**src/rtl/core/atsu_pkg.sv**
```systemverilog
// ----------------------------------------------------------------------------
// atsu_pkg: shared types and constants of the adaptive time smoother
// Widths, op codes, sequencer states and speed saturation helper.
// ----------------------------------------------------------------------------
package atsu_pkg;

  localparam int unsigned TimeW      = 64;
  localparam int unsigned OutTimeW   = 63;
  localparam int unsigned SpeedW     = 26;
  localparam int unsigned TlW        = 16;
  localparam int unsigned CntW       = 6;
  localparam int unsigned TpsW       = 32;
  localparam int unsigned MulAW      = 32;
  localparam int unsigned MulBW      = 26;
  localparam int unsigned MulPW      = MulAW + MulBW;
  localparam int unsigned DivNW      = 64;
  localparam int unsigned DivDW      = 32;
  localparam int unsigned SpeedFracBitsDef = 16;

  localparam logic [TpsW-1:0]   TpsReset = 32'd1000000;
  localparam logic [MulAW-1:0]  DecayQ16 = 32'd62259;
  localparam int unsigned       DecayShift = 16;
  localparam logic [CntW-1:0]   SpikeAdd = 6'd5;
  localparam logic [CntW:0]     SpikeMax = 7'd50;
  localparam logic [CntW-1:0]   SpikeMin = 6'd15;
  localparam logic signed [TlW-1:0] SpikeLim = -16'sd50;

  localparam logic [63:0] SpeedMax = 64'h3FF_FFFF;

  typedef enum logic [1:0] {
    OP_QUERY  = 2'd0,
    OP_UPDATE = 2'd1,
    OP_INIT   = 2'd2,
    OP_SPEED  = 2'd3
  } op_e;

  typedef enum logic [3:0] {
    ST_IDLE,
    ST_UPD,
    ST_DECAY,
    ST_DECAY_WB,
    ST_PREP,
    ST_DIV1,
    ST_FRAC1,
    ST_MULR,
    ST_DIV2S,
    ST_DIV2,
    ST_FRAC2,
    ST_MULHI,
    ST_MULLO,
    ST_SUM,
    ST_FIN
  } state_e;

  function automatic logic [SpeedW-1:0] sat_speed(input logic [63:0] v);
    logic [63:0] s;
    s = (v > SpeedMax) ? SpeedMax : v;
    return s[SpeedW-1:0];
  endfunction

endpackage

```
**src/rtl/core/adaptive_time_smoother_unit.sv**
```systemverilog
// ----------------------------------------------------------------------------
// adaptive_time_smoother_unit: smoothed clock slewing toward a target time
// Sequencer around one shared divider and one shared multiplier.
// ----------------------------------------------------------------------------
// Usage:
//   s_axis carries one op per item (tuser = op: query, update, init, set
//   speed) with now, target, time_left, direction and speed_value in tdata.
//   m_axis returns exactly one item per input: smoothed time in tdata and
//   the spike-ignored flag in tuser.
//   cfg_we_i/cfg_wdata_i write ticks_per_second; write it only while idle.
// Sequencing:
//   One item at a time; s_axis_tready is high only while the sequencer idles.
//   A smoothed-time evaluation runs two 64-step divisions on the bit-serial
//   divider plus the multiplier passes, and most of it is spent in the divider.
//   A negative elapsed time skips both divisions, a saturated first fraction
//   skips the second; init goes straight to the last sequencer step.
// Reset:
//   Times and spike count clear, both speeds load 0.3, ticks_per_second
//   loads 1000000; no clearing pass.
// Stall:
//   The result waits in the output register; a finished item holds in the
//   last sequencer step until the output register frees up.
// ----------------------------------------------------------------------------
module adaptive_time_smoother_unit #(
  parameter int unsigned SPEED_FRAC_BITS = atsu_pkg::SpeedFracBitsDef
) (
  input  logic         clk_i,
  input  logic         rst_ni,
  input  logic         cfg_we_i,
  input  logic [31:0]  cfg_wdata_i,
  input  logic         s_axis_tvalid,
  output logic         s_axis_tready,
  // tdata: now[62:0], target[125:63], time_left[141:126], direction[142],
  //        speed_value[168:143], zero fill[175:169]
  input  logic [175:0] s_axis_tdata,
  // tuser: op[1:0]
  input  logic [1:0]   s_axis_tuser,
  output logic         m_axis_tvalid,
  input  logic         m_axis_tready,
  // tdata: smoothed_time[62:0], zero fill[63]
  output logic [63:0]  m_axis_tdata,
  // tuser: spike_ignored[0]
  output logic         m_axis_tuser
);

  localparam int unsigned TimeW  = atsu_pkg::TimeW;
  localparam int unsigned SpeedW = atsu_pkg::SpeedW;
  localparam int unsigned FracW  = SPEED_FRAC_BITS + 1;
  localparam logic [63:0] OneQ   = 64'd1 << SPEED_FRAC_BITS;
  localparam logic [SpeedW-1:0] SpeedInit = atsu_pkg::sat_speed((64'd3 * OneQ + 64'd5) / 64'd10);
  localparam logic [SpeedW-1:0] Speed30   = atsu_pkg::sat_speed(64'd30 * OneQ);
  localparam logic [SpeedW-1:0] Floor2    = atsu_pkg::sat_speed(64'd2 * OneQ);
  localparam logic [FracW-1:0]  FracOne   = FracW'(OneQ);

  // architectural state
  atsu_pkg::state_e state_q, state_d;
  logic [31:0]        tps_q;
  logic [TimeW-1:0]   snap_q, snap_d, cur_q, cur_d, tgt_q, tgt_d;
  logic [SpeedW-1:0]  spd_q [2];
  logic [SpeedW-1:0]  spd_d [2];
  logic [atsu_pkg::CntW-1:0] cnt_q, cnt_d;

  // captured item
  atsu_pkg::op_e      op_q, op_d;
  logic [62:0]        in_now_q, in_now_d, in_tgt_q, in_tgt_d;
  logic signed [15:0] tl_q, tl_d;
  logic               dir_q, dir_d;
  logic               ign_q, ign_d;

  // working registers
  logic [TimeW-1:0]   elapsed_q, elapsed_d, mag_q, mag_d, scaled_q, scaled_d;
  logic               gneg_q, gneg_d;
  logic [SpeedW-1:0]  wspd_q, wspd_d;
  logic [31:0]        dvs_q, dvs_d;
  logic [atsu_pkg::MulPW-1:0] prod1_q, prod1_d, phi_q, phi_d;
  logic [FracW-1:0]   frac_q, frac_d;

  // output register
  logic               m_valid_q, m_valid_d;
  logic [62:0]        m_data_q, m_data_d;
  logic               m_user_q, m_user_d;

  // shared units
  logic                       div_start;
  logic [atsu_pkg::DivNW-1:0] div_n;
  logic                       div_done;
  logic [atsu_pkg::DivNW-1:0] div_quot;
  logic [atsu_pkg::DivDW-1:0] div_rem;
  logic [atsu_pkg::MulAW-1:0] mul_a;
  logic [atsu_pkg::MulBW-1:0] mul_b;
  logic [atsu_pkg::MulPW-1:0] mul_p;

  // the divider latches its divisor on start, so hand it the next value
  atsu_div u_div (
    .clk_i      (clk_i),
    .rst_ni     (rst_ni),
    .start_i    (div_start),
    .dividend_i (div_n),
    .divisor_i  (dvs_d),
    .done_o     (div_done),
    .quot_o     (div_quot),
    .rem_o      (div_rem)
  );

  atsu_mul u_mul (
    .clk_i (clk_i),
    .a_i   (mul_a),
    .b_i   (mul_b),
    .p_o   (mul_p)
  );

  logic                s_acc;
  logic [TimeW-1:0]    gap, sm_res, sum1;
  logic                up;
  logic [atsu_pkg::CntW:0] cnt_add, cnt_sat;
  logic                spike, late;

  assign s_acc = s_axis_tvalid && s_axis_tready;
  assign gap   = tgt_q - cur_q;
  assign up    = !gap[TimeW-1] && (gap != '0);
  assign sum1  = TimeW'(prod1_q) + div_quot;
  assign sm_res = cur_q + elapsed_q + (gneg_q ? (TimeW'(0) - scaled_q) : scaled_q);

  assign late    = tl_q < 0;
  assign spike   = tl_q < atsu_pkg::SpikeLim;
  assign cnt_add = {1'b0, cnt_q} + {1'b0, atsu_pkg::SpikeAdd};
  assign cnt_sat = (cnt_add > atsu_pkg::SpikeMax) ? atsu_pkg::SpikeMax : cnt_add;

  always_comb begin
    state_d   = state_q;
    snap_d    = snap_q;
    cur_d     = cur_q;
    tgt_d     = tgt_q;
    spd_d     = spd_q;
    cnt_d     = cnt_q;
    op_d      = op_q;
    in_now_d  = in_now_q;
    in_tgt_d  = in_tgt_q;
    tl_d      = tl_q;
    dir_d     = dir_q;
    ign_d     = ign_q;
    elapsed_d = elapsed_q;
    mag_d     = mag_q;
    scaled_d  = scaled_q;
    gneg_d    = gneg_q;
    wspd_d    = wspd_q;
    dvs_d     = dvs_q;
    prod1_d   = prod1_q;
    phi_d     = phi_q;
    frac_d    = frac_q;
    m_data_d  = m_data_q;
    m_user_d  = m_user_q;
    m_valid_d = (m_axis_tready) ? 1'b0 : m_valid_q;
    div_start = 1'b0;
    div_n     = elapsed_q;
    mul_a     = '0;
    mul_b     = '0;
    s_axis_tready = (state_q == atsu_pkg::ST_IDLE);

    unique case (state_q)
      atsu_pkg::ST_IDLE: begin
        // ready is high throughout idle, so valid alone accepts
        if (s_axis_tvalid) begin
          op_d     = atsu_pkg::op_e'(s_axis_tuser);
          in_now_d = s_axis_tdata[62:0];
          in_tgt_d = s_axis_tdata[125:63];
          tl_d     = s_axis_tdata[141:126];
          dir_d    = s_axis_tdata[142];
          ign_d    = 1'b0;
          unique case (atsu_pkg::op_e'(s_axis_tuser))
            atsu_pkg::OP_QUERY:  state_d = atsu_pkg::ST_PREP;
            atsu_pkg::OP_UPDATE: state_d = atsu_pkg::ST_UPD;
            atsu_pkg::OP_INIT:   state_d = atsu_pkg::ST_FIN;
            atsu_pkg::OP_SPEED: begin
              spd_d[s_axis_tdata[142]] = s_axis_tdata[168:143];
              state_d = atsu_pkg::ST_PREP;
            end
            default: state_d = atsu_pkg::ST_IDLE;
          endcase
        end
      end
      atsu_pkg::ST_UPD: begin
        state_d = atsu_pkg::ST_PREP;
        if (late) begin
          if (spike) cnt_d = cnt_sat[atsu_pkg::CntW-1:0];
          if (spike && (cnt_sat[atsu_pkg::CntW-1:0] < atsu_pkg::SpikeMin)) begin
            ign_d = 1'b1;
          end else if (spd_q[dir_q] < Speed30) begin
            spd_d[dir_q] = atsu_pkg::sat_speed({37'd0, spd_q[dir_q], 1'b0});
          end
        end else begin
          if (cnt_q != '0) cnt_d = cnt_q - atsu_pkg::CntW'(1);
          state_d = atsu_pkg::ST_DECAY;
        end
      end
      atsu_pkg::ST_DECAY: begin
        mul_a   = atsu_pkg::DecayQ16;
        mul_b   = spd_q[dir_q];
        state_d = atsu_pkg::ST_DECAY_WB;
      end
      atsu_pkg::ST_DECAY_WB: begin
        // drop the Q0.16 fraction, floor at 2.0
        spd_d[dir_q] = (mul_p[atsu_pkg::DecayShift +: SpeedW] < Floor2) ?
                       Floor2 : mul_p[atsu_pkg::DecayShift +: SpeedW];
        state_d = atsu_pkg::ST_PREP;
      end
      atsu_pkg::ST_PREP: begin
        elapsed_d = {1'b0, in_now_q} - snap_q;
        gneg_d    = gap[TimeW-1];
        mag_d     = gap[TimeW-1] ? (TimeW'(0) - gap) : gap;
        wspd_d    = spd_q[up];
        dvs_d     = (tps_q == '0) ? 32'd1 : tps_q;
        div_n     = {1'b0, in_now_q} - snap_q;
        if (div_n[TimeW-1]) begin
          frac_d  = '0;
          state_d = atsu_pkg::ST_MULHI;
        end else begin
          state_d = atsu_pkg::ST_DIV1;
        end
      end
      atsu_pkg::ST_DIV1: begin
        // wait for elapsed / ticks_per_second
        if (div_done) state_d = atsu_pkg::ST_FRAC1;
      end
      atsu_pkg::ST_FRAC1: begin
        if ((wspd_q != '0) && (div_quot > OneQ)) begin
          frac_d  = FracOne;
          state_d = atsu_pkg::ST_MULHI;
        end else begin
          mul_a   = div_quot[atsu_pkg::MulAW-1:0];
          mul_b   = wspd_q;
          state_d = atsu_pkg::ST_MULR;
        end
      end
      atsu_pkg::ST_MULR: begin
        prod1_d = mul_p;
        mul_a   = div_rem;
        mul_b   = wspd_q;
        state_d = atsu_pkg::ST_DIV2S;
      end
      atsu_pkg::ST_DIV2S: begin
        div_start = 1'b1;
        div_n     = TimeW'(mul_p);
        state_d   = atsu_pkg::ST_DIV2;
      end
      atsu_pkg::ST_DIV2: begin
        if (div_done) state_d = atsu_pkg::ST_FRAC2;
      end
      atsu_pkg::ST_FRAC2: begin
        frac_d  = (sum1 > OneQ) ? FracOne : sum1[FracW-1:0];
        state_d = atsu_pkg::ST_MULHI;
      end
      atsu_pkg::ST_MULHI: begin
        mul_a   = mag_q[63:32];
        mul_b   = atsu_pkg::MulBW'(frac_q);
        state_d = atsu_pkg::ST_MULLO;
      end
      atsu_pkg::ST_MULLO: begin
        phi_d   = mul_p;
        mul_a   = mag_q[31:0];
        mul_b   = atsu_pkg::MulBW'(frac_q);
        state_d = atsu_pkg::ST_SUM;
      end
      atsu_pkg::ST_SUM: begin
        scaled_d = (TimeW'(phi_q) << (32 - SPEED_FRAC_BITS))
                 + (TimeW'(mul_p) >> SPEED_FRAC_BITS);
        state_d  = atsu_pkg::ST_FIN;
      end
      atsu_pkg::ST_FIN: begin
        // hold until the output register can take the item
        if (!m_valid_q || m_axis_tready) begin
          m_valid_d = 1'b1;
          m_user_d  = ign_q;
          state_d   = atsu_pkg::ST_IDLE;
          if (op_q == atsu_pkg::OP_INIT) begin
            snap_d   = {1'b0, in_now_q};
            cur_d    = {1'b0, in_tgt_q};
            tgt_d    = {1'b0, in_tgt_q};
            spd_d[0] = SpeedInit;
            spd_d[1] = SpeedInit;
            m_data_d = in_tgt_q;
          end else begin
            m_data_d = sm_res[62:0];
            if ((op_q == atsu_pkg::OP_UPDATE) && !ign_q) begin
              cur_d  = sm_res;
              snap_d = {1'b0, in_now_q};
              tgt_d  = {1'b0, in_tgt_q};
            end
          end
        end
      end
      default: state_d = atsu_pkg::ST_IDLE;
    endcase

    // first division launches on entry to ST_DIV1
    if ((state_q == atsu_pkg::ST_PREP) && (state_d == atsu_pkg::ST_DIV1)) begin
      div_start = 1'b1;
    end
  end

  always_ff @(posedge clk_i or negedge rst_ni) begin
    if (!rst_ni) begin
      state_q   <= atsu_pkg::ST_IDLE;
      tps_q     <= atsu_pkg::TpsReset;
      snap_q    <= '0;
      cur_q     <= '0;
      tgt_q     <= '0;
      spd_q[0]  <= SpeedInit;
      spd_q[1]  <= SpeedInit;
      cnt_q     <= '0;
      m_valid_q <= 1'b0;
    end else begin
      state_q   <= state_d;
      if (cfg_we_i) tps_q <= cfg_wdata_i;
      snap_q    <= snap_d;
      cur_q     <= cur_d;
      tgt_q     <= tgt_d;
      spd_q     <= spd_d;
      cnt_q     <= cnt_d;
      m_valid_q <= m_valid_d;
    end
  end

  always_ff @(posedge clk_i) begin
    op_q      <= op_d;
    in_now_q  <= in_now_d;
    in_tgt_q  <= in_tgt_d;
    tl_q      <= tl_d;
    dir_q     <= dir_d;
    ign_q     <= ign_d;
    elapsed_q <= elapsed_d;
    mag_q     <= mag_d;
    scaled_q  <= scaled_d;
    gneg_q    <= gneg_d;
    wspd_q    <= wspd_d;
    dvs_q     <= dvs_d;
    prod1_q   <= prod1_d;
    phi_q     <= phi_d;
    frac_q    <= frac_d;
    m_data_q  <= m_data_d;
    m_user_q  <= m_user_d;
  end

  assign m_axis_tvalid = m_valid_q;
  assign m_axis_tdata  = {1'b0, m_data_q};
  assign m_axis_tuser  = m_user_q;

  a_cnt_sat: assert property (@(posedge clk_i) disable iff (!rst_ni)
    {1'b0, cnt_q} <= atsu_pkg::SpikeMax)
    else $error("spike count above saturation");

  a_div_done_state: assert property (@(posedge clk_i) disable iff (!rst_ni)
    div_done |-> (state_q == atsu_pkg::ST_DIV1 || state_q == atsu_pkg::ST_DIV2))
    else $error("divider finished outside a division step");

  a_accept_busy: assert property (@(posedge clk_i) disable iff (!rst_ni)
    s_acc |=> (state_q != atsu_pkg::ST_IDLE))
    else $error("sequencer idle right after accepting an item");

  a_frac_bound: assert property (@(posedge clk_i) disable iff (!rst_ni)
    (state_q == atsu_pkg::ST_MULHI) |-> ({{(64-FracW){1'b0}}, frac_q} <= OneQ))
    else $error("fraction above one");

endmodule

```
**src/rtl/core/atsu_div.sv**
```systemverilog
// ----------------------------------------------------------------------------
// atsu_div: iterative unsigned divider
// Restoring division, one quotient bit per cycle; 64-bit dividend, 32-bit divisor.
// ----------------------------------------------------------------------------
module atsu_div (
  input  logic                        clk_i,
  input  logic                        rst_ni,
  input  logic                        start_i,
  input  logic [atsu_pkg::DivNW-1:0]  dividend_i,
  input  logic [atsu_pkg::DivDW-1:0]  divisor_i,
  output logic                        done_o,
  output logic [atsu_pkg::DivNW-1:0]  quot_o,
  output logic [atsu_pkg::DivDW-1:0]  rem_o
);

  localparam int unsigned StepW = $clog2(atsu_pkg::DivNW);
  localparam logic [StepW-1:0] LastStep = StepW'(atsu_pkg::DivNW - 1);

  logic [atsu_pkg::DivNW-1:0] quo_q, quo_d;
  logic [atsu_pkg::DivDW-1:0] rem_q, rem_d;
  logic [atsu_pkg::DivDW-1:0] dvs_q, dvs_d;
  logic [StepW-1:0]           cnt_q, cnt_d;
  logic                       busy_q, busy_d;
  logic                       done_q, done_d;

  logic [atsu_pkg::DivDW:0]   shifted;
  logic [atsu_pkg::DivDW+1:0] diff;
  logic                       ge;

  assign shifted = {rem_q, quo_q[atsu_pkg::DivNW-1]};
  assign diff    = {1'b0, shifted} - {2'b00, dvs_q};
  assign ge      = ~diff[atsu_pkg::DivDW+1];

  always_comb begin
    quo_d  = quo_q;
    rem_d  = rem_q;
    dvs_d  = dvs_q;
    cnt_d  = cnt_q;
    busy_d = busy_q;
    done_d = 1'b0;
    if (start_i) begin
      quo_d  = dividend_i;
      rem_d  = '0;
      dvs_d  = divisor_i;
      cnt_d  = '0;
      busy_d = 1'b1;
    end else if (busy_q) begin
      // shift in one dividend bit, subtract when it fits
      rem_d = ge ? diff[atsu_pkg::DivDW-1:0] : shifted[atsu_pkg::DivDW-1:0];
      quo_d = {quo_q[atsu_pkg::DivNW-2:0], ge};
      cnt_d = cnt_q + StepW'(1);
      if (cnt_q == LastStep) begin
        busy_d = 1'b0;
        done_d = 1'b1;
      end
    end
  end

  always_ff @(posedge clk_i or negedge rst_ni) begin
    if (!rst_ni) begin
      busy_q <= 1'b0;
      done_q <= 1'b0;
      cnt_q  <= '0;
    end else begin
      busy_q <= busy_d;
      done_q <= done_d;
      cnt_q  <= cnt_d;
    end
  end

  always_ff @(posedge clk_i) begin
    quo_q <= quo_d;
    rem_q <= rem_d;
    dvs_q <= dvs_d;
  end

  assign done_o = done_q;
  assign quot_o = quo_q;
  assign rem_o  = rem_q;

endmodule

```
**src/rtl/core/atsu_mul.sv**
```systemverilog
// ----------------------------------------------------------------------------
// atsu_mul: shared registered multiplier
// 32 x 26 unsigned product, registered: available in the cycle after the operands.
// ----------------------------------------------------------------------------
module atsu_mul (
  input  logic                        clk_i,
  input  logic [atsu_pkg::MulAW-1:0]  a_i,
  input  logic [atsu_pkg::MulBW-1:0]  b_i,
  output logic [atsu_pkg::MulPW-1:0]  p_o
);

  logic [atsu_pkg::MulPW-1:0] p_q;

  always_ff @(posedge clk_i) begin
    p_q <= atsu_pkg::MulPW'(a_i) * atsu_pkg::MulPW'(b_i);
  end

  assign p_o = p_q;

endmodule

```
**config.mk**
```make
export PLATFORM = sky130hd
export DESIGN_NAME = adaptive_time_smoother_unit
export DESIGN_NICKNAME = d
export VERILOG_FILES = /design/src/rtl/core/atsu_pkg.sv /design/src/rtl/core/adaptive_time_smoother_unit.sv /design/src/rtl/core/atsu_div.sv /design/src/rtl/core/atsu_mul.sv
export SDC_FILE = /design/constraint.sdc
export NUM_CORES = 2
export LEC_CHECK = 0
export CORE_MARGIN = 3
export CORE_UTILIZATION = 55
export CTS_CLUSTER_SIZE = 14
export DETAILED_ROUTE_END_ITERATION = 6
export DONT_BUFFER_PORTS = 1
export PLACE_DENSITY = 0.76
export SYNTH_ARGS = -nofsm -noshare
export SYNTH_HDL_FRONTEND = slang
export SYNTH_SLANG_ARGS = --single-unit
```
**constraint.sdc**
```tcl
create_clock -name clk_i -period 12.5 [get_ports clk_i]
set_clock_uncertainty 0.05 [all_clocks]
set_input_delay 2.5 -clock clk_i [delete_from_list [all_inputs] [get_ports clk_i]]
set_output_delay 2.5 -clock clk_i [all_outputs]
set_load 0.05 [all_outputs]
```
== After elaboration in Yosys (flattened, before gate mapping) ==
Cells that the tools add are included.
Widths: inputs -> output; s select.
Word-level totals
  logic and storage cells: 205
  register bits after elaboration: 1065
Cells by class
  reductions and logical operators: 32
  $lt $le $gt $ge: 14
  bitwise logic cells: 4
  mux-type cells: 76
  $add $sub $neg: 12
  multipliers: 1
  equal/unequal tests: 32
Operators with widths (number)
  $mux 64: 9
  $mux 52: 7
  $mux 26: 11
  $pmux 52 s4: 1
  $pmux 32 s5: 1
  $bwmux 52: 3
  $add 64x64->64: 2
  $gt 64x17->1 const B: 2
  $mux 32: 4
  $pmux 64 s2: 1
  $sub 1x64->64 const A: 2
  $mux 63: 2
  $pmux 26 s4: 1
  $add 58x64->64: 1
  $add 64x42->64: 1
  $reduce_bool 64->1: 1
  $sub 63x64->64: 1
  $sub 64x64->64: 1
  $pmux 4 s15: 1
  $mul 32x26->58: 1
  $demux 26 s1: 2
  $mux 17: 3
  $pmux 17 s3: 1
  $mux 6: 6
  45 further kinds: 106

== Longest topological paths before layout ==
  word-level depth: 11
  gate-level depth with buffers: 40

== By module ==
A second synthesis with hierarchy kept.
Second synthesis, totals
  cells, all modules: 9690
  area, all modules: 91073.6 µm²
Modules (own cells, without submodules)
  adaptive_time_smoother_unit: area each 55991.2 µm², cells an instance 5971, times used 1
  atsu_mul: area each 27790.4 µm², cells an instance 3072, times used 1
  atsu_div: area each 7292.0 µm², cells an instance 647, times used 1

== Worst setup path after synthesis ==
No wires, ideal clock.
  path kind: reg-to-reg
  from: register state_q[0]
  to: register u_mul.p_q (netlist bit u_mul.p_o[56])
  path buffers: 4
  cell stages (with the launch flop): 36
  required time: 12.378 ns
  data arrival time: 10.748 ns
  slack: 1.630 ns
  clock period less this slack: 10.870 ns
  library setup time: 0.072 ns
  cell sequence: dfrtp_1 > clkbuf_1 > nand2_1 > nor2_1 > clkbuf_1 > clkbuf_1 > nand2_1 > nand4_1 > clkbuf_1 > nand2_1 > fa_1 > inv_1 > fa_1 > inv_1 > fa_1 > fa_1 > inv_1 > fa_1 > fa_1 > inv_1 > fa_1 > inv_1 > ha_1 > and2_1 > o21a_1 > a211o_1 > a211oi_1 > o221ai_1 > a211o_1 > nand3_1 > a21oi_1 > or4b_1 > and3_1 > or3_1 > a21oi_1 > xnor2_1
Between the ends
  word-level cells in the longest chain between the ends: 4
  elaborated cells between the ends (all ways): 9
  those cells by class: mul (1); eq/ne (5); mux (2); reduce/logical (1)
Ends and longest elaborated chain
  from (decl): RTL line adaptive_time_smoother_unit.sv:56  | atsu_pkg::state_e state_q, state_d;
  from (signal assigned): RTL line adaptive_time_smoother_unit.sv:303  | state_q <= atsu_pkg::ST_IDLE;
  from (signal assigned): RTL line adaptive_time_smoother_unit.sv:313  | state_q <= state_d;
  $eq 4x4->1: RTL line adaptive_time_smoother_unit.sv:160  | unique case (state_q)
  $reduce_or 2->1 (no line)
  $pmux 26 s4: RTL line adaptive_time_smoother_unit.sv:160
  $mul 32x26->58 *: RTL line atsu_mul.sv:15  | p_q <= atsu_pkg::MulPW'(a_i) * atsu_pkg::MulPW'(b_i);
  to (signal assigned): RTL line atsu_mul.sv:15
  to (decl): RTL line atsu_mul.sv:12  | logic [atsu_pkg::MulPW-1:0] p_q;
Mark *: on every way between the ends. The rest lies on a longest branch, timed or not.
A chain may end at the register's enable or synchronous reset.

== Worst setup path in the final report ==
  from: register u_div.quo_q (netlist bit u_div.quot_o[58])
  to: register u_mul.p_q (netlist bit u_mul.p_o[56])
Between the ends
  word-level cells in the longest chain between the ends: 5
  elaborated cells between the ends (all ways): 7
  those cells by class: mul (1); order compare (1); mux (4); reduce/logical (1)
Ends and longest elaborated chain
  from (decl): RTL line atsu_div.sv:19  | logic [atsu_pkg::DivNW-1:0] quo_q, quo_d;
  from (signal assigned): RTL line atsu_div.sv:72  | quo_q <= quo_d;
  $gt 64x17->1 *: RTL line adaptive_time_smoother_unit.sv:226  | if ((wspd_q != '0) && (div_quot > OneQ)) begin
  $logic_and 1x1->1 *: RTL line adaptive_time_smoother_unit.sv:226
  $mux 32 / $mux 26 (equally long branches): RTL line adaptive_time_smoother_unit.sv:226
  $pmux 32 s5 / $pmux 26 s4 (equally long branches): RTL line adaptive_time_smoother_unit.sv:160
  $mul 32x26->58 *: RTL line atsu_mul.sv:15
Marks and branches as above.

==> flow_metrics.tcl <==
set metrics [dict create \
    synth_seq_area_share 0.324 \
    critical_path_arrival_ns 12.01 \
    post-place-ws_ns 1.48 \
    synthCells 9832 \
    max-cap-violations 0 \
    detail-route-antenna-nets 0 \
    finalSetupTns_ns 0 \
    floorplan.core_area_um2 162000 \
    pwr-share-clk 0.487 \
    report.final.hold_viol_count 0 \
    yosys_register_bits 1062 \
    grt_antenna_before_repair 41 \
    tightest_pin_transition_ns 1.41 \
    post_synth_instance_area_um2 90100 \
    dr_total_vias 75200 \
    firstDrtPassIters 7 \
    max_clock_freq_mhz 88.2 \
    clk-insertion-delay-late_ns 0.79 \
    io_buffer_count 0 \
    overflow 0 \
    routed_wl_mm 316 \
    critPathSlowestCell "sky130_fd_sc_hd__nor4_1" \
    tritoncts "done" \
    die_width_um 411 \
    hold-worst-slack_ns 0.398 \
    clk_pin_slew_ns 0.07 \
    yosys-top-cells-area "sky130_fd_sc_hd__edfxtp_1 (22%), sky130_fd_sc_hd__fa_1 (17%), sky130_fd_sc_hd__dfrtp_1 (7.5%)" \
    clock_path_buffers 3 \
    intPower_uw 5750 \
    drt_drc_violations_left 4 \
    dp.cells 11700 \
    netlist_top_cells_count "sky130_fd_sc_hd__nand2_1 (1,439), sky130_fd_sc_hd__inv_1 (1,252), sky130_fd_sc_hd__nor2_1 (860)" \
    fp.dieH_um 411 \
    synth_top_cell_by_area "sky130_fd_sc_hd__edfxtp_1" \
    design.portCount 282 \
    critPathMaxFanout 33 \
    synth.most_common_cell "sky130_fd_sc_hd__nand2_1" \
    status "complete, but fails checks" \
    synth_top_flop_cell "sky130_fd_sc_hd__edfxtp_1" \
    numCtsBuffers 113 \
    postCtsSetupRepairBufs 0 \
    cp-end-kind "flop" \
    worst_ep_required_time_ns 13.17 \
    critPathMostFrequentCell "sky130_fd_sc_hd__fa_1" \
    ir_drop_mv 0.155 \
    avgSynthCellArea_um2 9.17 \
    timing.critical_path.slowest_cell_delay_ns 0.63 \
    power.switching_fraction 0.212 \
    number_of_drc_markers_after_the_initial_detailed_route_iteration 9481 \
    async_flop_share 0.276 \
    initial_utilization 0.557 \
    routability_driven_placement_congestion_ratio 1.06 \
    place_hpwl_mm 251 \
    slew_violations 0 \
    floorplan.die_area_um2 169000 \
    crit_path_start_kind "flop" \
    timing.final.setup_violations 0 \
    globalRouteTotalUtil 0.369 \
    stdcell_count 12000 \
    layout-drive-gt1-share 0.0609 \
    cts.root.buffer_cell "sky130_fd_sc_hd__clkbuf_16" \
    htree_levels 3 \
    avgViaCountPerCell 6.28 \
    grt_pass1_wl_mm 463 \
    worst_hold_path_type "reg -> reg" \
    design.final.nets 11200 \
    synth_fp_nets 11300 \
    total_switching_power_uw 1550 \
    min_period_over_period 0.907 \
    layout-area-overhead-vs-synth_pct 7.42 \
    wl_per_cell_um 26.3 \
    grt_start_max_net_pins 294 \
    cts_num_sinks 1062 \
    violations "design-rule violations" \
    timing.slew.headroom 0.0593 \
    num-fill-cells 13700 \
    comb_power_share 0.004 \
    postCtsResizedCells 0 \
    rsz_0062_raised_after_global_routing "false" \
    post_cts_hold_buffer_count 0 \
    p_per_area_nw_per_um2 75.4 \
    synth_edf_count 647 \
    synthesis.yosys.warnings 0 \
    yosysTopAreaCellShare 0.216 \
    total_leakage_power_uw 0.0445 \
    site_row_count 147 \
    final.setup.worst_slack_ns 1.16 \
    setup.worst_path.class "reg -> reg" \
    grt_pass1_vias 73100 \
    ys_types 102 \
    power.sequential.fraction 0.509 \
    layout_min_cycle_time_ns 11.34 \
]
==> worst paths after layout <==
| check | slack [ns] | cells after the start | end | start |
|---|---|---|---|---|
| max in group asynchronous | 10.05 | 0 | cur_q[62] | rst_ni |
| min in group asynchronous | 1.39 | 0 | cnt_q[5] | rst_ni |
| max reg2reg | 1.16 | 33 | u_mul.p_o[56] | u_div.quot_o[58] |
| min reg2reg | 0.40 | 2 | dvs_q[0] | dvs_q[0] |
| min | 0.40 | 2 | dvs_q[0] | dvs_q[0] |
| max | 1.16 | 33 | u_mul.p_o[56] | u_div.quot_o[58] |
==> cells by family after synthesis <==
| logic type | synth area share |
|---|---|
| AOI/OAI and AO/OA | 0.139 |
| xor gates and xnor gates | 0.0422 |
| adders and majority gates | 0.245 |
| buffers and inverters | 0.0717 |
| DFF | 0.324 |
| muxes | 0.0199 |
| other | 0.0000416 |
| and+or+nand+nor | 0.157 |
==> per-layer routing <==
| layer | track usage | vias up | part of all wire |
|---|---|---|---|
| li1 | - | 33000 | - |
| met3 | 0.113 | 929 | 0.12 |
| met2 | 0.549 | 4493 | 0.43 |
| met5 | 0 | - | 0.00033 |
| met4 | 0.198 | 16 | 0.062 |
| met1 | 0.484 | 36800 | 0.38 |
==> state kept, by name, summed over array words and instances (netlist names), 48 cells and up, named ones only <==
register and flops:
u_mul.p_o 58, in_tgt_q 63, scaled_q 64, cur_q 64, phi_q 48, in_now_q 63, u_div.quot_o 64, m_data_q 63
tgt_q 63, elapsed_q 64, mag_q 64, prod1_q 58, snap_q 63
==> placed cells by master (no fill, tap or decap), types with 29 or more instances in the layout <==
cell / instances
sky130_fd_sc_hd__and2_1: 48
sky130_fd_sc_hd__o21a_1: 72
sky130_fd_sc_hd__xnor2_1: 235
sky130_fd_sc_hd__clkbuf_16: 113
sky130_fd_sc_hd__a31oi_1: 68
sky130_fd_sc_hd__dfrtp_1: 268
sky130_fd_sc_hd__o211ai_1: 36
sky130_fd_sc_hd__and3_1: 68
sky130_fd_sc_hd__a21o_1: 203
sky130_fd_sc_hd__mux2i_1: 46
sky130_fd_sc_hd__nand2_1: 1438
sky130_fd_sc_hd__o21ai_0: 425
sky130_fd_sc_hd__or3_1: 42
sky130_fd_sc_hd__o31ai_1: 57
sky130_fd_sc_hd__o21ai_1: 47
sky130_fd_sc_hd__fa_1: 787
sky130_fd_sc_hd__inv_1: 1251
sky130_fd_sc_hd__nor4_1: 58
sky130_fd_sc_hd__nand4_1: 126
sky130_fd_sc_hd__a21oi_1: 582
sky130_fd_sc_hd__nor2b_1: 64
sky130_fd_sc_hd__nor2_1: 851
sky130_fd_sc_hd__or2_2: 29
sky130_fd_sc_hd__mux2_2: 92
sky130_fd_sc_hd__a22oi_1: 37
sky130_fd_sc_hd__dfxtp_1: 122
sky130_fd_sc_hd__a41oi_1: 46
sky130_fd_sc_hd__o21bai_1: 61
sky130_fd_sc_hd__xor2_1: 198
sky130_fd_sc_hd__nand2b_1: 74
sky130_fd_sc_hd__nand3_1: 116
sky130_fd_sc_hd__edfxtp_1: 647
sky130_fd_sc_hd__buf_4: 187
sky130_fd_sc_hd__and4_1: 45
sky130_fd_sc_hd__a211oi_1: 67
sky130_fd_sc_hd__nor3_1: 131
sky130_fd_sc_hd__diode_2: 39
sky130_fd_sc_hd__ha_1: 508
==> stage by stage <==
step,power [uW],cell area (um2),util
floorplan,3810,90100,-
global placement,3810,92800,0.574
detailed placement,3810,92800,0.574
CTS,7330,96700,0.598
global route,7460,96700,0.598
finish,7300,96800,0.599
==> worst max-delay path: cells and delay by family, from the launching register on <==
family / cells / cell delay (ns)
XOR/XNOR: 1 / 0.12
AO/OA/AOI/OAI: 7 / 2.02
flip-flops: 1 / 0.52
adder cells (fa/ha/maj): 8 / 3.91
AND/OR/NAND/NOR: 13 / 3.88
buffers and inverters: 4 / 0.73
==> power groups by stage <==
stage | sequential [uW] | combinational [uW] | clock [uW]
after global placement | 3790 | 24.7 | 0
after floorplan | 3780 | 24.9 | 0
after global routing | 3720 | 28.6 | 3720
after detailed placement | 3790 | 25.9 | 0
after CTS | 3720 | 26.1 | 3580
final | 3720 | 26.2 | 3550
==> layout make-up <==
cell class	count	area, um2	share of cell area
multi-input combinational	7055	54600	0.564
tap	2160	2700	0.0279
timing repair buffer	194	1540	0.0159
clock buffer	137	2980	0.0308
sequential	1062	29200	0.302
antenna	39	97.6	0.00101
inverter	1254	4720	0.0487
clock inverter	78	915	0.00945
(Power assumes the default switching activity.)
